--- config.mk ---
export PLATFORM = sky130hd
export DESIGN_NAME = basic_source_tokenizer_unit
export DESIGN_NICKNAME = d
export VERILOG_FILES = /design/src/bst_pkg.sv /design/src/basic_source_tokenizer_unit.sv /design/src/bst_kw.sv /design/src/bst_scan.sv /design/src/bst_res_fifo.sv
export SDC_FILE = /design/constraint.sdc
export NUM_CORES = 1
export LEC_CHECK = 0
export ABC_AREA = 0
export BUFFER_PORTS_ARGS = -buffer_cell sky130_fd_sc_hd__buf_2
export CAP_MARGIN = 20
export CORE_MARGIN = 3
export CORE_UTILIZATION = 40
export CTS_BUF_LIST = sky130_fd_sc_hd__clkbuf_16
export DETAILED_ROUTE_END_ITERATION = 6
export HOLD_SLACK_MARGIN = 0.12
export PLACE_DENSITY_LB_ADDON = 0.15
export SETUP_SLACK_MARGIN = 0.15
export SYNTH_ARGS = -nofsm -noshare
export SYNTH_HDL_FRONTEND = slang
export SYNTH_HIERARCHICAL = 1
export SYNTH_SLANG_ARGS = --single-unit
--- constraint.sdc ---
create_clock -name clk -period 5.9 [get_ports clk]
set_input_delay 0.295 -clock clk [delete_from_list [all_inputs] [get_ports clk]]
set_output_delay 0.295 -clock clk [all_outputs]
set_load 0.03 [all_outputs]
--- src/bst_pkg.sv ---
// ----------------------------------------------------------------------------
// bst_pkg
// Shared types, token codes and keyword tables of the source tokenizer.
// ----------------------------------------------------------------------------
package bst_pkg;

  localparam int LINE_BITS_DEF = 16;
  localparam int LINE_OUT_W    = 16;
  localparam int CODE_W        = 6;
  localparam int CHAR_W        = 8;

  // result queue
  localparam int RES_DEPTH = 4;
  localparam int RES_PTR_W = $clog2(RES_DEPTH);
  localparam int RES_CNT_W = $clog2(RES_DEPTH + 1);

  // keyword matching
  localparam int KW_NUM     = 23;
  localparam int KW_MAX_LEN = 8;
  localparam int KW_LEN_W   = 4;
  localparam logic [KW_LEN_W-1:0] KW_LEN_SAT = KW_LEN_W'(KW_MAX_LEN + 1);

  // token codes
  localparam logic [CODE_W-1:0] TK_NULL   = 6'd0;
  localparam logic [CODE_W-1:0] TK_EOF    = 6'd1;
  localparam logic [CODE_W-1:0] TK_EOL    = 6'd2;
  localparam logic [CODE_W-1:0] TK_INT    = 6'd3;
  localparam logic [CODE_W-1:0] TK_REAL   = 6'd4;
  localparam logic [CODE_W-1:0] TK_IDENT  = 6'd5;
  localparam logic [CODE_W-1:0] TK_KW0    = 6'd6;
  localparam logic [CODE_W-1:0] TK_LPAREN = 6'd29;
  localparam logic [CODE_W-1:0] TK_RPAREN = 6'd30;
  localparam logic [CODE_W-1:0] TK_COMMA  = 6'd31;
  localparam logic [CODE_W-1:0] TK_PLUS   = 6'd32;
  localparam logic [CODE_W-1:0] TK_MINUS  = 6'd33;
  localparam logic [CODE_W-1:0] TK_STAR   = 6'd34;
  localparam logic [CODE_W-1:0] TK_SLASH  = 6'd35;
  localparam logic [CODE_W-1:0] TK_BSLASH = 6'd36;
  localparam logic [CODE_W-1:0] TK_CARET  = 6'd37;
  localparam logic [CODE_W-1:0] TK_EQ     = 6'd38;
  localparam logic [CODE_W-1:0] TK_NE     = 6'd39;
  localparam logic [CODE_W-1:0] TK_LE     = 6'd40;
  localparam logic [CODE_W-1:0] TK_GE     = 6'd41;
  localparam logic [CODE_W-1:0] TK_LT     = 6'd42;
  localparam logic [CODE_W-1:0] TK_GT     = 6'd43;

  typedef enum logic [6:0] {
    M_IDLE    = 7'b0000001,
    M_COMMENT = 7'b0000010,
    M_INT     = 7'b0000100,
    M_REAL    = 7'b0001000,
    M_WORD    = 7'b0010000,
    M_LT      = 7'b0100000,
    M_GT      = 7'b1000000
  } mode_t;

  typedef logic [8*KW_MAX_LEN-1:0] kw_text_t;
  typedef logic [KW_NUM-1:0]       kw_mask_t;

  // right justified, zero padded
  localparam kw_text_t KW_TEXT [KW_NUM] = '{
    "declare", "dim", "as", "type", "true", "false", "end", "sub",
    "function", "return", "if", "then", "elseif", "else", "for", "to",
    "step", "while", "input", "print", "and", "or", "not"
  };

  localparam logic [KW_LEN_W-1:0] KW_LEN [KW_NUM] = '{
    4'd7, 4'd3, 4'd2, 4'd4, 4'd4, 4'd5, 4'd3, 4'd3,
    4'd8, 4'd6, 4'd2, 4'd4, 4'd6, 4'd4, 4'd3, 4'd2,
    4'd4, 4'd5, 4'd5, 4'd5, 4'd3, 4'd2, 4'd3
  };

  typedef struct packed {
    logic                  kind;
    logic [CODE_W-1:0]     code;
    logic [CHAR_W-1:0]     chr;
    logic [LINE_OUT_W-1:0] line;
    logic                  last;
  } res_t;

endpackage

--- src/basic_source_tokenizer_unit.sv ---
// ----------------------------------------------------------------------------
// basic_source_tokenizer_unit
// Streaming BASIC lexer: one character or end mark in, tokens and lexeme
// character echoes out.
// ----------------------------------------------------------------------------
//  port group   dir   handshake               payload
//  in_*         in    in_valid / in_ready     ch, at_end
//  out_*        out   out_valid / out_ready   kind, token_code, lexeme_char,
//                                             line_number, last_of_run
//
// one character is taken per cycle; its zero to two results enter a four-entry
// result queue at the accepting edge and leave one per cycle from the next one
// in_ready is high while the queue holds two results or fewer; only one result
// leaves per cycle, so characters that give two results fill the queue and drop
// in_ready even with out_ready high, as does any out_ready stall
// synchronous active-low reset returns the scanner to idle, line count zero
// ----------------------------------------------------------------------------
module basic_source_tokenizer_unit #(
  parameter int LINE_BITS = bst_pkg::LINE_BITS_DEF
) (
  input  logic                              clk,
  input  logic                              rst_n,
  input  logic                              in_valid,
  output logic                              in_ready,
  input  logic [bst_pkg::CHAR_W-1:0]        in_ch,
  input  logic                              in_at_end,
  output logic                              out_valid,
  input  logic                              out_ready,
  output logic                              out_kind,
  output logic [bst_pkg::CODE_W-1:0]        out_token_code,
  output logic [bst_pkg::CHAR_W-1:0]        out_lexeme_char,
  output logic [bst_pkg::LINE_OUT_W-1:0]    out_line_number,
  output logic                              out_last_of_run
);

  logic           fire;
  logic [1:0]     push_n;
  bst_pkg::res_t  res0, res1, head;

  assign fire = in_valid && in_ready;

  bst_scan #(
    .LINE_BITS (LINE_BITS)
  ) u_scan (
    .clk      (clk),
    .rst_n    (rst_n),
    .fire_i   (fire),
    .ch_i     (in_ch),
    .at_end_i (in_at_end),
    .push_n_o (push_n),
    .res0_o   (res0),
    .res1_o   (res1)
  );

  bst_res_fifo u_fifo (
    .clk      (clk),
    .rst_n    (rst_n),
    .push_n_i (fire ? push_n : 2'd0),
    .res0_i   (res0),
    .res1_i   (res1),
    .room2_o  (in_ready),
    .valid_o  (out_valid),
    .ready_i  (out_ready),
    .head_o   (head)
  );

  assign out_kind        = head.kind;
  assign out_token_code  = head.code;
  assign out_lexeme_char = head.chr;
  assign out_line_number = head.line;
  assign out_last_of_run = head.last;

endmodule

--- src/bst_kw.sv ---
// ----------------------------------------------------------------------------
// bst_kw
// Keyword candidate tracking: narrows the set of keywords still matching the
// word prefix and resolves the token code when the word ends.
// ----------------------------------------------------------------------------
module bst_kw (
  input  bst_pkg::kw_mask_t               mask_i,
  input  logic [bst_pkg::KW_LEN_W-1:0]    len_i,
  input  logic [bst_pkg::CHAR_W-1:0]      char_i,
  output bst_pkg::kw_mask_t               grow_mask_o,
  output bst_pkg::kw_mask_t               start_mask_o,
  output logic [bst_pkg::CODE_W-1:0]      code_o
);

  // keyword character at position p, zero past its end
  function automatic logic [bst_pkg::CHAR_W-1:0] kw_char(
    input int                           k,
    input logic [bst_pkg::KW_LEN_W-1:0] p
  );
    bst_pkg::kw_text_t              t;
    logic [bst_pkg::KW_LEN_W-1:0]   l;
    logic [bst_pkg::CHAR_W-1:0]     r;
    t = bst_pkg::KW_TEXT[k];
    l = bst_pkg::KW_LEN[k];
    r = '0;
    if (p < l) begin
      r = t[8*(l - p - 4'd1) +: 8];
    end
    return r;
  endfunction

  always_comb begin
    for (int k = 0; k < bst_pkg::KW_NUM; k++) begin
      grow_mask_o[k]  = mask_i[k] && (kw_char(k, len_i) == char_i);
      start_mask_o[k] = (kw_char(k, '0) == char_i);
    end
  end

  always_comb begin
    code_o = bst_pkg::TK_IDENT;
    for (int k = bst_pkg::KW_NUM - 1; k >= 0; k--) begin
      if (mask_i[k] && (bst_pkg::KW_LEN[k] == len_i)) begin
        code_o = bst_pkg::TK_KW0 + bst_pkg::CODE_W'(k);
      end
    end
  end

endmodule

--- src/bst_scan.sv ---
// ----------------------------------------------------------------------------
// bst_scan
// Scanner state and per-character result logic; produces up to two results
// for each accepted character.
// ----------------------------------------------------------------------------
module bst_scan #(
  parameter int LINE_BITS = bst_pkg::LINE_BITS_DEF
) (
  input  logic                         clk,
  input  logic                         rst_n,
  input  logic                         fire_i,
  input  logic [bst_pkg::CHAR_W-1:0]   ch_i,
  input  logic                         at_end_i,
  output logic [1:0]                   push_n_o,
  output bst_pkg::res_t                res0_o,
  output bst_pkg::res_t                res1_o
);

  bst_pkg::mode_t                mode_r, mode_nxt;
  logic [bst_pkg::KW_LEN_W-1:0]  len_r, len_nxt;
  bst_pkg::kw_mask_t             mask_r, mask_nxt;
  logic [LINE_BITS-1:0]          line_r, line_nxt;

  bst_pkg::kw_mask_t             grow_mask;
  bst_pkg::kw_mask_t             start_mask;
  logic [bst_pkg::CODE_W-1:0]    word_code;

  logic [bst_pkg::CHAR_W-1:0]    lc;
  logic                          is_digit;
  logic                          is_alpha;
  logic                          fresh;
  logic                          a_v, b_v;
  bst_pkg::res_t                 a, b;

  function automatic bst_pkg::res_t mk(
    input logic                       kind,
    input logic [bst_pkg::CODE_W-1:0] code,
    input logic [bst_pkg::CHAR_W-1:0] chr
  );
    bst_pkg::res_t r;
    r      = '0;
    r.kind = kind;
    r.code = code;
    r.chr  = chr;
    return r;
  endfunction

  bst_kw u_kw (
    .mask_i       (mask_r),
    .len_i        (len_r),
    .char_i       (lc),
    .grow_mask_o  (grow_mask),
    .start_mask_o (start_mask),
    .code_o       (word_code)
  );

  always_comb begin
    is_digit = ch_i inside {["0":"9"]};
    is_alpha = ch_i inside {["a":"z"], ["A":"Z"]};
    lc       = (ch_i inside {["A":"Z"]}) ? (ch_i | 8'h20) : ch_i;
  end

  always_comb begin
    mode_nxt = mode_r;
    len_nxt  = len_r;
    mask_nxt = mask_r;
    line_nxt = line_r;
    fresh    = 1'b0;
    a_v      = 1'b0;
    b_v      = 1'b0;
    a        = '0;
    b        = '0;

    if (at_end_i) begin
      // flush the pending token, then eof
      case (mode_r)
        bst_pkg::M_INT: begin
          a_v = 1'b1;
          a   = mk(1'b0, bst_pkg::TK_INT, '0);
        end
        bst_pkg::M_REAL: begin
          a_v = 1'b1;
          a   = mk(1'b0, bst_pkg::TK_REAL, '0);
        end
        bst_pkg::M_WORD: begin
          a_v = 1'b1;
          a   = mk(1'b0, word_code, '0);
        end
        bst_pkg::M_LT: begin
          a_v = 1'b1;
          a   = mk(1'b0, bst_pkg::TK_LT, '0);
        end
        bst_pkg::M_GT: begin
          a_v = 1'b1;
          a   = mk(1'b0, bst_pkg::TK_GT, '0);
        end
        default: begin
        end
      endcase
      b_v      = 1'b1;
      b        = mk(1'b0, bst_pkg::TK_EOF, '0);
      mode_nxt = bst_pkg::M_IDLE;
      len_nxt  = '0;
    end else begin
      case (mode_r)
        bst_pkg::M_COMMENT: begin
          if (ch_i == "\n") begin
            fresh = 1'b1;
          end
        end
        bst_pkg::M_INT: begin
          if (is_digit) begin
            a_v = 1'b1;
            a   = mk(1'b1, bst_pkg::TK_NULL, ch_i);
          end else if (ch_i == ".") begin
            mode_nxt = bst_pkg::M_REAL;
            a_v      = 1'b1;
            a        = mk(1'b1, bst_pkg::TK_NULL, ch_i);
          end else begin
            a_v   = 1'b1;
            a     = mk(1'b0, bst_pkg::TK_INT, '0);
            fresh = 1'b1;
          end
        end
        bst_pkg::M_REAL: begin
          if (is_digit) begin
            a_v = 1'b1;
            a   = mk(1'b1, bst_pkg::TK_NULL, ch_i);
          end else begin
            a_v   = 1'b1;
            a     = mk(1'b0, bst_pkg::TK_REAL, '0);
            fresh = 1'b1;
          end
        end
        bst_pkg::M_WORD: begin
          if (is_digit || is_alpha) begin
            mask_nxt = grow_mask;
            len_nxt  = (len_r == bst_pkg::KW_LEN_SAT) ? len_r : len_r + 4'd1;
            a_v      = 1'b1;
            a        = mk(1'b1, bst_pkg::TK_NULL, lc);
          end else begin
            a_v     = 1'b1;
            a       = mk(1'b0, word_code, '0);
            len_nxt = '0;
            fresh   = 1'b1;
          end
        end
        bst_pkg::M_LT: begin
          mode_nxt = bst_pkg::M_IDLE;
          a_v      = 1'b1;
          if (ch_i == ">") begin
            a = mk(1'b0, bst_pkg::TK_NE, '0);
          end else if (ch_i == "=") begin
            a = mk(1'b0, bst_pkg::TK_LE, '0);
          end else begin
            a     = mk(1'b0, bst_pkg::TK_LT, '0);
            fresh = 1'b1;
          end
        end
        bst_pkg::M_GT: begin
          mode_nxt = bst_pkg::M_IDLE;
          a_v      = 1'b1;
          if (ch_i == "=") begin
            a = mk(1'b0, bst_pkg::TK_GE, '0);
          end else begin
            a     = mk(1'b0, bst_pkg::TK_GT, '0);
            fresh = 1'b1;
          end
        end
        default: begin
          fresh = 1'b1;
        end
      endcase

      // character handled as if nothing were pending
      if (fresh) begin
        mode_nxt = bst_pkg::M_IDLE;
        if (ch_i == " " || ch_i == "\t") begin
        end else if (ch_i == "'") begin
          mode_nxt = bst_pkg::M_COMMENT;
        end else if (ch_i == "\n") begin
          line_nxt = line_r + 1'b1;
          b_v      = 1'b1;
          b        = mk(1'b0, bst_pkg::TK_EOL, '0);
        end else if (is_digit) begin
          mode_nxt = bst_pkg::M_INT;
          b_v      = 1'b1;
          b        = mk(1'b1, bst_pkg::TK_NULL, ch_i);
        end else if (is_alpha) begin
          mode_nxt = bst_pkg::M_WORD;
          mask_nxt = start_mask;
          len_nxt  = 4'd1;
          b_v      = 1'b1;
          b        = mk(1'b1, bst_pkg::TK_NULL, lc);
        end else if (ch_i == "<") begin
          mode_nxt = bst_pkg::M_LT;
        end else if (ch_i == ">") begin
          mode_nxt = bst_pkg::M_GT;
        end else begin
          b_v = 1'b1;
          case (ch_i)
            "(":     b = mk(1'b0, bst_pkg::TK_LPAREN, '0);
            ")":     b = mk(1'b0, bst_pkg::TK_RPAREN, '0);
            ",":     b = mk(1'b0, bst_pkg::TK_COMMA, '0);
            "+":     b = mk(1'b0, bst_pkg::TK_PLUS, '0);
            "-":     b = mk(1'b0, bst_pkg::TK_MINUS, '0);
            "*":     b = mk(1'b0, bst_pkg::TK_STAR, '0);
            "/":     b = mk(1'b0, bst_pkg::TK_SLASH, '0);
            "\\":    b = mk(1'b0, bst_pkg::TK_BSLASH, '0);
            "^":     b = mk(1'b0, bst_pkg::TK_CARET, '0);
            "=":     b = mk(1'b0, bst_pkg::TK_EQ, '0);
            default: b = mk(1'b0, bst_pkg::TK_NULL, '0);
          endcase
        end
      end
    end

    // a token closed by this character sees the old line count
    a.line = bst_pkg::LINE_OUT_W'(line_r);
    b.line = bst_pkg::LINE_OUT_W'(line_nxt);
  end

  always_comb begin
    push_n_o = {1'b0, a_v} + {1'b0, b_v};
    res0_o   = a_v ? a : b;
    res1_o   = b;
    res0_o.last = !(a_v && b_v);
    res1_o.last = 1'b1;
  end

  always_ff @(posedge clk) begin
    if (!rst_n) begin
      mode_r <= bst_pkg::M_IDLE;
      len_r  <= '0;
      line_r <= '0;
    end else if (fire_i) begin
      mode_r <= mode_nxt;
      len_r  <= len_nxt;
      line_r <= line_nxt;
    end
  end

  always_ff @(posedge clk) begin
    if (fire_i) begin
      mask_r <= mask_nxt;
    end
  end

endmodule

--- src/bst_res_fifo.sv ---
// ----------------------------------------------------------------------------
// bst_res_fifo
// Small result queue: up to two results in, one out when ready, each cycle.
// ----------------------------------------------------------------------------
module bst_res_fifo (
  input  logic            clk,
  input  logic            rst_n,
  input  logic [1:0]      push_n_i,
  input  bst_pkg::res_t   res0_i,
  input  bst_pkg::res_t   res1_i,
  output logic            room2_o,
  output logic            valid_o,
  input  logic            ready_i,
  output bst_pkg::res_t   head_o
);

  bst_pkg::res_t                  mem_r [bst_pkg::RES_DEPTH];
  logic [bst_pkg::RES_PTR_W-1:0]  rd_ptr_r, rd_ptr_nxt;
  logic [bst_pkg::RES_PTR_W-1:0]  wr_ptr_r, wr_ptr_nxt;
  logic [bst_pkg::RES_CNT_W-1:0]  cnt_r, cnt_nxt;
  logic [bst_pkg::RES_PTR_W-1:0]  wr_ptr_p1;
  logic                           pop;

  always_comb begin
    pop        = valid_o && ready_i;
    wr_ptr_p1  = wr_ptr_r + 1'b1;
    wr_ptr_nxt = wr_ptr_r + bst_pkg::RES_PTR_W'(push_n_i);
    rd_ptr_nxt = rd_ptr_r + bst_pkg::RES_PTR_W'(pop);
    cnt_nxt    = cnt_r + bst_pkg::RES_CNT_W'(push_n_i) - bst_pkg::RES_CNT_W'(pop);
  end

  assign valid_o = (cnt_r != '0);
  assign room2_o = (cnt_r <= bst_pkg::RES_CNT_W'(bst_pkg::RES_DEPTH - 2));
  assign head_o  = mem_r[rd_ptr_r];

  always_ff @(posedge clk) begin
    if (!rst_n) begin
      rd_ptr_r <= '0;
      wr_ptr_r <= '0;
      cnt_r    <= '0;
    end else begin
      rd_ptr_r <= rd_ptr_nxt;
      wr_ptr_r <= wr_ptr_nxt;
      cnt_r    <= cnt_nxt;
    end
  end

  always_ff @(posedge clk) begin
    if (push_n_i != 2'd0) begin
      mem_r[wr_ptr_r] <= res0_i;
    end
    if (push_n_i == 2'd2) begin
      mem_r[wr_ptr_p1] <= res1_i;
    end
  end

endmodule

==> flow_summary.rst, run 1 <==
.. list-table::
   :header-rows: 1

   * - Metric
     - Value
   * - Category of the worst setup path capture point
     - flip-flop
   * - Number of placed instances, taps included
     - 1901
   * - Most repeated cell in the gate-level netlist after synthesis
     - sky130_fd_sc_hd__edfxtp_1
   * - Largest net degree at the start of global routing
     - 52
   * - DRC violations left
     - 0
   * - Number of I/O pins
     - 47
   * - F_max
     - 216 MHz
   * - Clock tree from TritonCTS
     - yes
   * - Top cells by instance count after synthesis
     - sky130_fd_sc_hd__edfxtp_1, sky130_fd_sc_hd__nand2_1, sky130_fd_sc_hd__nor2_1
   * - Worst EP required
     - 6.10 ns
   * - Fraction of synthesized cell area taken by the top area cell type
     - 0.302
   * - Antenna-violating nets left
     - 0
   * - Arrival @ worst endpoint
     - 4.83 ns
   * - Skew-Pair Late Insertion Delay
     - 0.46 ns
   * - Period utilisation layout
     - 0.785
   * - Number of distinct library cells after synthesis
     - 120
   * - DR iter-0 viols
     - 1150
   * - Fraction of final layout cells sized beyond drive strength 1
     - 0.223
   * - GPL Wtd Cong
     - 0.934
   * - Final total negative setup slack
     - 0 ns
   * - Bufs and invs on worst path
     - 2
   * - Longest individual stage delay on the worst path
     - 0.77 ns
   * - Setup repair after global routing missed its margin
     - no
   * - Max transition margin
     - 0.333
   * - Leakage power of the design
     - 5.89 nW
   * - Area growth from synthesis to layout
     - 6.08%
   * - Number of setup buffers added after CTS
     - 0
   * - Result of the run
     - completed
   * - HPWL Detailed
     - 30.6 mm
   * - Aggregate global routing overflow
     - 0
   * - Register area share after synthesis
     - 0.347
   * - Post-Syn Instances
     - 1489
   * - Worst-path maximum fanout
     - 20
   * - Slew Limit Fails
     - 0
   * - X dimension of the die
     - 200 µm
   * - Count of vias placed by the detailed router
     - 11800
   * - Final wirelength
     - 44.6 mm
   * - Area of the core region
     - 36800 µm²
   * - Number of antenna violations at the first check in global routing
     - 1
   * - VDD IR-drop max
     - 0.204 mV
   * - Total count of hold-check failures in the final report
     - 0
   * - Effective utilization at floorplan
     - 0.409
   * - Endpoints failing setup
     - 0
   * - Cell family with most CP delay
     - simple AND/OR/NAND/NOR gates
   * - Total of hold buffers inserted after clock tree synthesis
     - 0
   * - Floorplan die area
     - 39900 µm²
   * - Clock Skew
     - 0.0283 ns
   * - Initial DRT Pass Iterations
     - 6
   * - First-pass GRT wire length
     - 68.7 mm
   * - Pwr Total
     - 0.00394 W
   * - Number of core rows
     - 70
   * - Non-filler cells, final
     - 1933
   * - Port-buffer cells
     - 46
   * - Critical Path Source Type
     - flip-flop
   * - Root cell of the clock tree
     - sky130_fd_sc_hd__clkbuf_16
   * - Vias in the first global route
     - 11700
   * - Most area-hungry cell type in the Yosys netlist
     - sky130_fd_sc_hd__edfxtp_1
   * - Antenna fix cells
     - 0
   * - Netlist area before placement
     - 15000 µm²
   * - Total number of yosys warnings
     - 6
   * - EDFF count, synth
     - 151
   * - Final net count
     - 1492
   * - Type of the worst min-delay path
     - in -> reg
   * - Tightest hold margin
     - 0.225 ns
   * - Actual slew at the worst max-slew pin
     - 0.987 ns
   * - Post-cts resize count
     - 0
   * - Pwr dens
     - 247 nW/µm²
   * - Maximum buffer depth of the clock tree
     - 2
   * - Asr flop ratio synth
     - 0
   * - Total clock sinks
     - 185
   * - Dominant cells by area after synthesis
     - sky130_fd_sc_hd__edfxtp_1, sky130_fd_sc_hd__mux2_4, sky130_fd_sc_hd__mux4_2, sky130_fd_sc_hd__dfxtp_1, sky130_fd_sc_hd__mux2_2
   * - Max capacitance violation total
     - 0
   * - Routed WL per cell
     - 23.1 µm
   * - Number of buffers added by the clock tree synthesis step
     - 17
   * - Number of H-tree levels
     - 4
   * - Drt via density
     - 6.12
   * - Register bit total from synthesis
     - 185
   * - Dominant register cell in the synthesized netlist
     - sky130_fd_sc_hd__edfxtp_1
   * - Overall die height
     - 200 µm
   * - Clock-pin slew on the worst setup and hold paths
     - 0.09 ns
   * - Mean post-synth cell area
     - 10.1 µm²
   * - Min Clock Period, post-route
     - 4.63 ns
   * - Overall routing resource usage
     - 0.223
   * - Critical Path, Cell by Cell
     - nor4_1, o211ai_1, and2_1, inv_1, ha_1, and3_1, and4bb_2, buf_12, mux2_4
   * - Slowest library cell on the worst path
     - sky130_fd_sc_hd__and4bb_2
   * - CP Class
     - reg -> reg
==> state kept, by name, indices dropped and copies added, names as in the netlist <==
name,count
u_scan/len_r,4
u_fifo/cnt_r,3
u_scan/mode_r,7
u_fifo/rd_ptr_r,2
u_scan/mask_r,23
u_scan/line_r,16
u_fifo/wr_ptr_r,2
u_fifo/mem_r,128
==> through the flow <==
| step | setup slack, ns | instance area [µm²] | utilization |
|---|---|---|---|
| 3_5_place_dp | 1.25 | 15400 | 0.418 |
| 2_1_floorplan | 0.240 | 15000 | - |
| 5_1_grt | 1.09 | 15900 | 0.433 |
| 6_report | 1.27 | 15900 | 0.433 |
| 3_3_place_gp | 1.36 | 15400 | 0.418 |
| 4_1_cts | 1.31 | 15900 | 0.433 |
==> placed cells by master (no fill, tap or decap), drive strengths merged, types with 26 or more instances in the layout <==
cell type and n:
xnor2 43, nor2 103, mux2 130, o21ai 85
a21oi 49, inv 37, and2 36, nand2 133
nand3 58, buf 74, nor3 36, edfxtp 151
ha 26, mux4 32, mux2i 43, dfxtp 34
xor2 32
==> worst min-delay path, delay by kind of cell <==
family / cells / cell delay [ns]
muxes: 1 / 0.09
AOI/OAI and AO/OA: 1 / 0.13
buffers and inverters: 1 / 0.11
==> area by class of cell <==
type,instances,area (µm²)
Clock inverter,15,138
Inverter,36,135
Tap cell,468,586
Timing Repair Buffer,74,453
Clock buffer,17,425
Fill cell,3525,20800
Multi-Input combinational cell,1138,8990
Sequential cell,185,5220
==> layer usage <==
| metal | share of wire | track usage | routed length, µm |
|---|---|---|---|
| met3 | 0.049 | 0.0287 | 2170 |
| met2 | 0.50 | 0.399 | 22200 |
| met1 | 0.42 | 0.278 | 18700 |
| met5 | 0.00025 | 0 | 11 |
| met4 | 0.034 | 0.0760 | 1530 |
==> where the power goes <==
part	switching (W)	internal [W]
sequential	0.0000929	0.00157
combinational	0.000721	0.000431
clock	0.000510	0.000616
total	0.00132	0.00262
==> final timing paths <==
path	start	endpoint	slack, ns	cells after the start
worst max-delay path	u_scan/mode_r[6]$_SDFFE_PN0P_	u_fifo/mem_r[3][3]$_DFFE_PP_	1.27	9
worst max register to register	u_scan/mode_r[6]$_SDFFE_PN0P_	u_fifo/mem_r[3][3]$_DFFE_PP_	1.27	9
worst min-delay path	out_ready	u_fifo/rd_ptr_r[1]$_SDFF_PN0_	0.22	3
worst min register to register	u_scan/line_r[15]$_SDFFE_PN0P_	u_scan/line_r[15]$_SDFFE_PN0P_	0.53	1
==> cells by family after synthesis <==
| kind of cell | after synthesis | share of synthesized area |
|---|---|---|
| adders and majority gates | 28 | 0.0236 |
| other | 3 | 0.000749 |
| xor gates and xnor gates | 79 | 0.0505 |
| muxes | 205 | 0.194 |
| AOI/OAI and AO/OA | 298 | 0.137 |
| DFF | 185 | 0.347 |
| buffers and inverters | 167 | 0.0578 |
| and+or+nand+nor | 524 | 0.189 |
(Power assumes the default switching activity.)
==> run 2, diff against run 1 <==
==> constraint.sdc (replaced) <==
create_clock -name clk -period 4.3 [get_ports clk]
set_input_delay 0.215 -clock clk [delete_from_list [all_inputs] [get_ports clk]]
set_output_delay 0.215 -clock clk [all_outputs]
set_load 0.03 [all_outputs]
==> run 2 against run 1 <==
Effect of this change:
- first-iteration DRC count down 19%
- flip-flop and latch count unchanged
- combinational power up 38%
- clock power up 42%
- clock-buffer cell count up 1
- sequential share of layout area down 0.67 points
- hold slack worse by 0.037 ns
- fmax up 16%
- cell area up 2.1%
- die area unchanged
- sequential power up 39%
- critical path type unchanged
==> flow_summary.rst, run 2 (same netlist as run 1, synthesis figures left out) <==
.. list-table::
   :header-rows: 1

   * - Metric
     - Value
   * - Count of vias placed by the detailed router
     - 11900 (+0.24%)
   * - DRC violations left
     - 0 (unchanged)
   * - Arrival @ worst endpoint
     - 4.21 ns (-0.62 ns)
   * - Clock tree from TritonCTS
     - yes
   * - R2R Path End
     - u_fifo/mem_r[2][1]$_DFFE_PP_
   * - Aggregate global routing overflow
     - 0 (unchanged)
   * - Skew-Pair Late Insertion Delay
     - 0.46 ns (about the same)
   * - Antenna-violating nets left
     - 0 (unchanged)
   * - Antenna fix cells
     - 0 (unchanged)
   * - Final net count
     - 1520 (+1.9%)
   * - Pwr dens
     - 339 nW/µm² (+37%)
   * - Maximum buffer depth of the clock tree
     - 2 (unchanged)
   * - Depth of the worst hold-timing path
     - 3 (unchanged)
   * - Number of logic stages on the critical path including buffering
     - 11 (+2)
   * - Clock Skew
     - 0.0131 ns (-0.0152 ns)
   * - Worst EP required
     - 4.52 ns (-1.58 ns)
   * - Area of the core region
     - 36800 µm² (unchanged)
   * - CP Class
     - reg -> reg
   * - Area of the multi-input gates
     - 8990 µm² (unchanged)
   * - HP Start
     - in_ch[5]
   * - Total count of hold-check failures in the final report
     - 0 (unchanged)
   * - X dimension of the die
     - 200 µm (unchanged)
   * - Clock-pin slew on the worst setup and hold paths
     - 0.08 ns (about the same)
   * - Bufs and invs on worst path
     - 1 (-1)
   * - Slew Limit Fails
     - 0 (unchanged)
   * - FF-to-FF setup slack
     - 0.31 ns (-0.96 ns)
   * - Largest net degree at the start of global routing
     - 51 (-1.9%)
   * - Worst slack after detailed placement
     - 0.318 ns (-0.936 ns)
   * - Effective utilization at floorplan
     - 0.409 (unchanged)
   * - Slowest library cell on the worst path
     - sky130_fd_sc_hd__or4_4
   * - Initial DRT Pass Iterations
     - 5 (-1)
   * - Overall routing resource usage
     - 0.224 (+0.00108)
   * - Category of the worst setup path capture point
     - flip-flop
   * - Fraction of final layout cells sized beyond drive strength 1
     - 0.241 (+0.0179)
   * - Register ranked first by flip-flop count
     - u_fifo/mem_r
   * - Number of antenna violations at the first check in global routing
     - 1 (unchanged)
   * - Sequential cell area
     - 5220 µm² (unchanged)
   * - Actual slew at the worst max-slew pin
     - 0.991 ns (+0.00354 ns)
   * - Vias in the first global route
     - 11700 (+0.18%)
   * - Reg-to-reg startpoint
     - u_scan/mode_r[5]$_SDFFE_PN0P_
   * - Critical Path, Cell by Cell
     - or4_4, or4b_1, o211ai_1, and3_1, a21oi_2, a21o_1, ha_1, and3_1, and4bb_2, buf_12, mux2_2
   * - First-pass GRT wire length
     - 69.2 mm (+0.72%)
   * - Final total negative setup slack
     - 0 ns (unchanged)
   * - Filler cell count in the final layout
     - 3493 (-0.91%)
   * - GPL Wtd Cong
     - 0.921 (-1.4%)
   * - Floorplan die area
     - 39900 µm² (unchanged)
   * - Max FFs per register
     - 128 (unchanged)
   * - Min Clock Period, post-route
     - 3.99 ns (-0.645 ns)
   * - Leakage power of the design
     - 6.08 nW (+3.1%)
   * - Most common library cell in the layout ignoring fill and taps
     - sky130_fd_sc_hd__edfxtp_1
   * - Number of H-tree levels
     - 4 (unchanged)
   * - Period utilisation layout
     - 0.928 (+0.142)
   * - Setup repair after global routing missed its margin
     - no
   * - End point of the worst hold path
     - u_scan/mode_r[6]$_SDFFE_PN0P_
   * - Overall die height
     - 200 µm (unchanged)
   * - DR iter-0 viols
     - 933 (-19%)
   * - Routed WL per cell
     - 22.8 µm (-1.3%)
   * - Critical Path Source Type
     - flip-flop
   * - Result of the run
     - completed
   * - Total clock sinks
     - 185 (unchanged)
   * - Number of I/O pins
     - 47 (unchanged)
   * - Max capacitance violation total
     - 0 (unchanged)
   * - Most used cell, CP
     - sky130_fd_sc_hd__and3_1
   * - Commonest cells after routing, fill and taps aside
     - sky130_fd_sc_hd__edfxtp_1, sky130_fd_sc_hd__nand2_1, sky130_fd_sc_hd__nor2_1, sky130_fd_sc_hd__o21ai_0, sky130_fd_sc_hd__mux2_4
   * - Max transition margin
     - 0.339 (+0.00625)
   * - Area growth from synthesis to layout
     - 8.28%
   * - Cell family with most CP delay
     - simple AND/OR/NAND/NOR gates
   * - Port-buffer cells
     - 46 (unchanged)
   * - F_max
     - 251 MHz (+16%)
   * - Root cell of the clock tree
     - sky130_fd_sc_hd__clkbuf_16
   * - Endpoints failing setup
     - 0 (unchanged)
   * - Longest individual stage delay on the worst path
     - 0.54 ns (-0.23 ns)
   * - Number of buffers added by the clock tree synthesis step
     - 17 (unchanged)
   * - HPWL Detailed
     - 30.7 mm (+0.50%)
   * - Top flop regs
     - u_fifo/mem_r x128, u_scan/mask_r x23, u_scan/line_r x16
   * - Number of core rows
     - 70 (unchanged)
   * - VDD IR-drop max
     - 0.287 mV (+40%)
   * - Worst-path maximum fanout
     - 32 (+60%)
   * - Type of the worst min-delay path
     - in -> reg
   * - Drt via density
     - 6.05 (-1.2%)
   * - Final worst slack
     - 0.311 ns (-0.955 ns)
   * - Final wirelength
     - 44.7 mm (+0.13%)
   * - Number of cells on the worst reg-to-reg path
     - 11 (+2)
## run 2: changes by cell type in the layout (fill, tap and decap cells not counted), moves of 4 or more
cell,change
sky130_fd_sc_hd__clkinv_1,-4
sky130_fd_sc_hd__buf_4,+19
sky130_fd_sc_hd__buf_12,+7
sky130_fd_sc_hd__inv_6,+4
sky130_fd_sc_hd__inv_8,+5
## run 2: layout make-up
| cell class | instances | area share |
|---|---|---|
| multi-input cells | 1138 | 0.552 |
| flip-flops and latches | 185 | 0.321 |
| repair buffers | 102 | 0.0461 |
| well taps | 468 | 0.0360 |
| clock buffers | 18 | 0.0277 |
| clock inverters | 14 | 0.00899 |
| inverters | 36 | 0.00830 |
## run 2: worst register-to-register path, stage by stage (launching register included)
cell,delay [ns]
sky130_fd_sc_hd__dfxtp_1,0.42
sky130_fd_sc_hd__or4_4,0.54
sky130_fd_sc_hd__or4b_1,0.47
sky130_fd_sc_hd__o211ai_1,0.18
sky130_fd_sc_hd__and3_1,0.23
sky130_fd_sc_hd__a21oi_2,0.09
sky130_fd_sc_hd__a21o_1,0.19
sky130_fd_sc_hd__ha_1,0.27
sky130_fd_sc_hd__and3_1,0.29
sky130_fd_sc_hd__and4bb_2,0.39
sky130_fd_sc_hd__buf_12,0.27
sky130_fd_sc_hd__mux2_2,0.41
## run 2: worst max-delay path by stage
stage / startpoint / slack [ns] / end
global route: u_scan/mode_r[2]$_SDFFE_PN0P_ / 0.16 / u_fifo/mem_r[2][1]$_DFFE_PP_
CTS: u_scan/mode_r[2]$_SDFFE_PN0P_ / 0.32 / u_fifo/mem_r[2][1]$_DFFE_PP_
global placement: u_scan/mode_r[2]$_SDFFE_PN0P_ / 0.36 / u_fifo/mem_r[2][1]$_DFFE_PP_
floorplan: u_scan/mode_r[4]$_SDFFE_PN0P_ / 0.08 / u_fifo/mem_r[0][0]$_DFFE_PP_
finish: u_scan/mode_r[5]$_SDFFE_PN0P_ / 0.31 / u_fifo/mem_r[2][1]$_DFFE_PP_
detailed placement: u_scan/mode_r[2]$_SDFFE_PN0P_ / 0.32 / u_fifo/mem_r[2][1]$_DFFE_PP_
## run 2: stage by stage
step                hold slack, ns   util  total power [W]  instance area, µm²  cells
floorplan                    0.337      -          0.00347               15000   1490
global placement             0.509  0.426          0.00395               15700   1927
detailed placement           0.534  0.426          0.00397               15700   1927
CTS                          0.151  0.442          0.00559               16300   1960
global route                 0.205  0.442          0.00577               16300   1961
finish                       0.188  0.442          0.00552               16300   1961
## run 2: where the power goes
part	switching, W	internal (W)
combinational	0.000965	0.000622
clock	0.000801	0.000812
sequential	0.000168	0.00216
## run 2: what timing repair did
item                       CTS  global route
hold buffers                 1             0
setup endpoints to repair    0             0
setup buffers                0             0
hold endpoints to repair     1             0
gates resized for setup      0             0
## run 2: per-layer routing
metal,global-route usage,vias to the layer above,wire [µm]
met2,0.390,355,22300
met3,0.0305,73,1900
met5,0,-,0
met4,0.0744,0,1300
li1,-,5521,-
met1,0.288,5906,19200
==> run 3, diff against run 2 <==
--- a/config.mk
+++ b/config.mk
@@ -5,7 +5,7 @@
 export SDC_FILE = /design/constraint.sdc
 export NUM_CORES = 1
 export LEC_CHECK = 0
-export ABC_AREA = 0
+export ABC_AREA = 1
 export BUFFER_PORTS_ARGS = -buffer_cell sky130_fd_sc_hd__buf_2
 export CAP_MARGIN = 20
 export CORE_MARGIN = 3
==> run 3 against run 2 <==
Effect of this change:
- synthesized cell count is 29% higher
- sequential share of layout area up 1.8 points
- highest routed layer unchanged
- largest cell class unchanged
- cell area is 5.5% lower
- hold slack improved by 0.0011 ns
- largest power group is now combinational logic
==> flow_summary.rst, run 3 <==
.. list-table::
   :header-rows: 1

   * - Metric
     - Value
   * - Most area-hungry cell type in the Yosys netlist
     - sky130_fd_sc_hd__edfxtp_1
   * - Pwr dens
     - 427 nW/µm² (+26%)
   * - Clock tree from TritonCTS
     - yes
   * - Worst EP required
     - 4.45 ns (-0.07 ns)
   * - Post-Syn Instances
     - 1925 (+29%)
   * - Fraction of final layout cells sized beyond drive strength 1
     - 0.134 (-0.107)
   * - Number of distinct library cells after synthesis
     - 65 (-46%)
   * - Most common library cell in the layout ignoring fill and taps
     - sky130_fd_sc_hd__nand2_1
   * - Min Clock Period, post-route
     - 3.74 ns (-0.248 ns)
   * - Summed area of non-filler cells in the final layout
     - 15400 µm² (-5.5%)
   * - Clock Skew
     - 0.0102 ns (-0.00297 ns)
   * - Dominant cells by area after synthesis
     - sky130_fd_sc_hd__edfxtp_1, sky130_fd_sc_hd__nand2_1, sky130_fd_sc_hd__nor2_1, sky130_fd_sc_hd__o21ai_0, sky130_fd_sc_hd__dfxtp_1
   * - Total clock sinks
     - 185 (unchanged)
   * - Arrival @ worst endpoint
     - 3.89 ns (-0.32 ns)
   * - Number of core rows
     - 68 (-2.9%)
   * - Routed WL per cell
     - 18.8 µm (-17%)
   * - Register area share after synthesis
     - 0.365 (+0.0178)
   * - Non-filler cells, final
     - 2392 (+22%)
   * - Max transition margin
     - 0.275 (-0.0641)
   * - Register ranked first by flip-flop count
     - u_fifo/mem_r
   * - Count of vias placed by the detailed router
     - 13100 (+11%)
   * - Critical Path, Cell by Cell
     - nor2_1, nand2_1, nor2_1, nor2_1, nand2_1, nor2_1, nor2_4, nand4_4, nand4_1, nand2_1, ha_1, inv_1, nor2_1, nor2_1, o31ai_4, buf_12
   * - Total count of hold-check failures in the final report
     - 0 (unchanged)
   * - VDD IR-drop max
     - 0.383 mV (+34%)
   * - Aggregate global routing overflow
     - 0 (unchanged)
   * - Clock-pin slew on the worst setup and hold paths
     - 0.07 ns (about the same)
   * - Met2 routed wirelength
     - 21.3 mm (-4.4%)
   * - Drt via density
     - 5.50 (-9.1%)
   * - Antenna-violating nets left
     - 0 (unchanged)
   * - GPL Wtd Cong
     - 0.966 (+4.9%)
   * - EDFF count, synth
     - 151 (unchanged)
   * - Critical Path Source Type
     - flip-flop
   * - Overall routing resource usage
     - 0.236 (+0.0118)
   * - Post-place instance area
     - 14800 µm² (-5.5%)
   * - Effective utilization at floorplan
     - 0.410 (+0.00126)
   * - Wire length the detailed router placed on met1
     - 20.0 mm (+4.4%)
   * - Fraction of synthesized cell area taken by the top area cell type
     - 0.317 (+0.0155)
   * - Largest net degree at the start of global routing
     - 67 (+31%)
   * - Actual slew at the worst max-slew pin
     - 1.09 ns (+0.0961 ns)
   * - Netlist area before placement
     - 14300 µm² (-4.9%)
   * - Initial DRT Pass Iterations
     - 6 (+1)
   * - Slew Limit Fails
     - 0 (unchanged)
   * - Number of buffers added by the clock tree synthesis step
     - 17 (unchanged)
   * - Category of the worst setup path capture point
     - flip-flop
   * - Number of I/O pins
     - 47 (unchanged)
   * - Port-buffer cells
     - 46 (unchanged)
   * - Total number of yosys warnings
     - 6 (unchanged)
   * - Post-cts resize count
     - 0 (unchanged)
   * - Slowest library cell on the worst path
     - sky130_fd_sc_hd__o31ai_4
   * - FF-to-FF setup slack
     - 0.56 ns (+0.25 ns)
   * - CP Class
     - reg -> reg
   * - Overall die height
     - 195 µm (-2.4%)
   * - First-pass GRT wire length
     - 71.7 mm (+3.6%)
   * - Top cells by instance count after synthesis
     - sky130_fd_sc_hd__nand2_1, sky130_fd_sc_hd__nor2_1, sky130_fd_sc_hd__o21ai_0
   * - Final wirelength
     - 45.0 mm (+0.84%)
   * - HPWL Detailed
     - 32.6 mm (+6.1%)
   * - Detailed route wirelength on metal3
     - 2.57 mm (+36%)
   * - Vias in the first global route
     - 12600 (+7.6%)
   * - DRC violations left
     - 0 (unchanged)
   * - Floorplan die area
     - 38000 µm² (-4.7%)
   * - Area of the core region
     - 34900 µm² (-5.2%)
   * - Dominant register cell in the synthesized netlist
     - sky130_fd_sc_hd__edfxtp_1
   * - Leakage power of the design
     - 6.28 nW (+3.3%)
   * - Mean post-synth cell area
     - 7.43 µm² (-26%)
   * - Maximum buffer depth of the clock tree
     - 2 (unchanged)
   * - Top flop regs
     - u_fifo/mem_r x128, u_scan/mask_r x23, u_scan/line_r x16
   * - Worst-path maximum fanout
     - 17 (-47%)
   * - Skew-Pair Late Insertion Delay
     - 0.45 ns (about the same)
   * - Max capacitance violation total
     - 0 (unchanged)
   * - Max FFs per register
     - 128 (unchanged)
   * - Root cell of the clock tree
     - sky130_fd_sc_hd__clkbuf_16
   * - X dimension of the die
     - 195 µm (-2.4%)
   * - Most repeated cell in the gate-level netlist after synthesis
     - sky130_fd_sc_hd__nand2_1
   * - Commonest cells after routing, fill and taps aside
     - sky130_fd_sc_hd__nand2_1, sky130_fd_sc_hd__nor2_1, sky130_fd_sc_hd__o21ai_0, sky130_fd_sc_hd__inv_1, sky130_fd_sc_hd__edfxtp_1
   * - Setup repair after global routing missed its margin
     - no
   * - Number of placed instances, taps included
     - 2358 (+22%)
   * - Result of the run
     - completed
   * - Final total negative setup slack
     - 0 ns (unchanged)
   * - Number of H-tree levels
     - 4 (unchanged)
   * - Longest individual stage delay on the worst path
     - 0.90 ns (+0.36 ns)
   * - Top layer in use
     - met4
   * - Area growth from synthesis to layout
     - 7.62%
   * - Number of antenna violations at the first check in global routing
     - 1 (unchanged)
   * - Number of setup buffers added after CTS
     - 0 (unchanged)
   * - DR iter-0 viols
     - 1102 (+18%)
   * - Period utilisation layout
     - 0.870 (-0.0576)
   * - Type of the worst min-delay path
     - in -> reg
   * - Register bit total from synthesis
     - 185 (unchanged)
   * - Most used cell, CP
     - sky130_fd_sc_hd__nor2_1
   * - Final net count
     - 1963 (+29%)
   * - Asr flop ratio synth
     - 0 (unchanged)
   * - Endpoints failing setup
     - 0 (unchanged)
   * - F_max
     - 267 MHz (+6.6%)
run 3: cell types whose count changed after synthesis, sizes merged, moves of 19 or more:
cell,delta
clkbuf,-19
inv,+161
o22ai,+26
nor2,+149
xnor2,-35
mux2,-130
mux4,-32
o21ai,+203
nor2b,-24
nand3,+40
xor2,+39
mux2i,-43
nand2,+311
and2,-36
run 3: critical path: cells and delay by family (launching register included):
kind,cells,cell delay (ns)
flops,1,0.33
simple gates,12,1.58
buf+inv,2,0.31
fa+ha+maj,1,0.29
compound gates,1,0.90
run 3: power by group:
part / switching [W] / internal (W)
Combinational: 0.00182 / 0.000721
Sequential: 0.000139 / 0.00233
Clock: 0.000753 / 0.000812
Total: 0.00271 / 0.00386
run 3: timing repair:
action	CTS	global route
hold buffers	1	0
endpoints found under the hold margin	2	0
endpoints found under the setup margin	0	0
run 3: per-layer routing:
layer  up-vias  track usage
met4         0       0.0710
li1       6470            -
met5         -            0
met3        66       0.0345
met2       441        0.396
met1      6172        0.316
run 3: cells by family after synthesis:
family / count (synthesis) / share of synthesized area
DFF: 185 / 0.365
and+or+nand+nor: 878 / 0.269
xor gates and xnor gates: 79 / 0.0505
other: 3 / 0.000788
AOI/OAI and AO/OA: 441 / 0.186
adders and majority gates: 27 / 0.0242
buffers and inverters: 312 / 0.105
run 3: cell type report:
type	instances	area [µm²]
tap	455	569
clock buffer	17	425
antenna	1	2.50
fill	3582	19500
sequential	185	5220
timing repair buffer	89	631
multi-input combinational	1429	7640
inverter	201	757
clock inverter	15	141
run 3: final timing paths:
path / from / cells after the start / endpoint
setup / recovery: u_scan/mode_r[1]$_SDFFE_PN0P_ / 16 / u_fifo/mem_r[3][5]$_DFFE_PP_
hold / removal: rst_n / 2 / u_scan/mode_r[0]$_SDFFE_PN1P_
setup reg to reg: u_scan/mode_r[1]$_SDFFE_PN0P_ / 16 / u_fifo/mem_r[3][5]$_DFFE_PP_
hold reg to reg: u_scan/mode_r[0]$_SDFFE_PN1P_ / 2 / u_scan/mode_r[0]$_SDFFE_PN1P_
run 3: through the flow:
stage | power [W] | worst slack, ns | utilization | hold WS [ns]
detailed placement | 0.00505 | 0.455 | 0.424 | 0.497
CTS | 0.00662 | 0.525 | 0.441 | 0.174
finish | 0.00657 | 0.558 | 0.441 | 0.189
floorplan | 0.00427 | -0.0554 | - | 0.308
global placement | 0.00502 | 0.504 | 0.424 | 0.487
global route | 0.00698 | 0.270 | 0.441 | 0.191
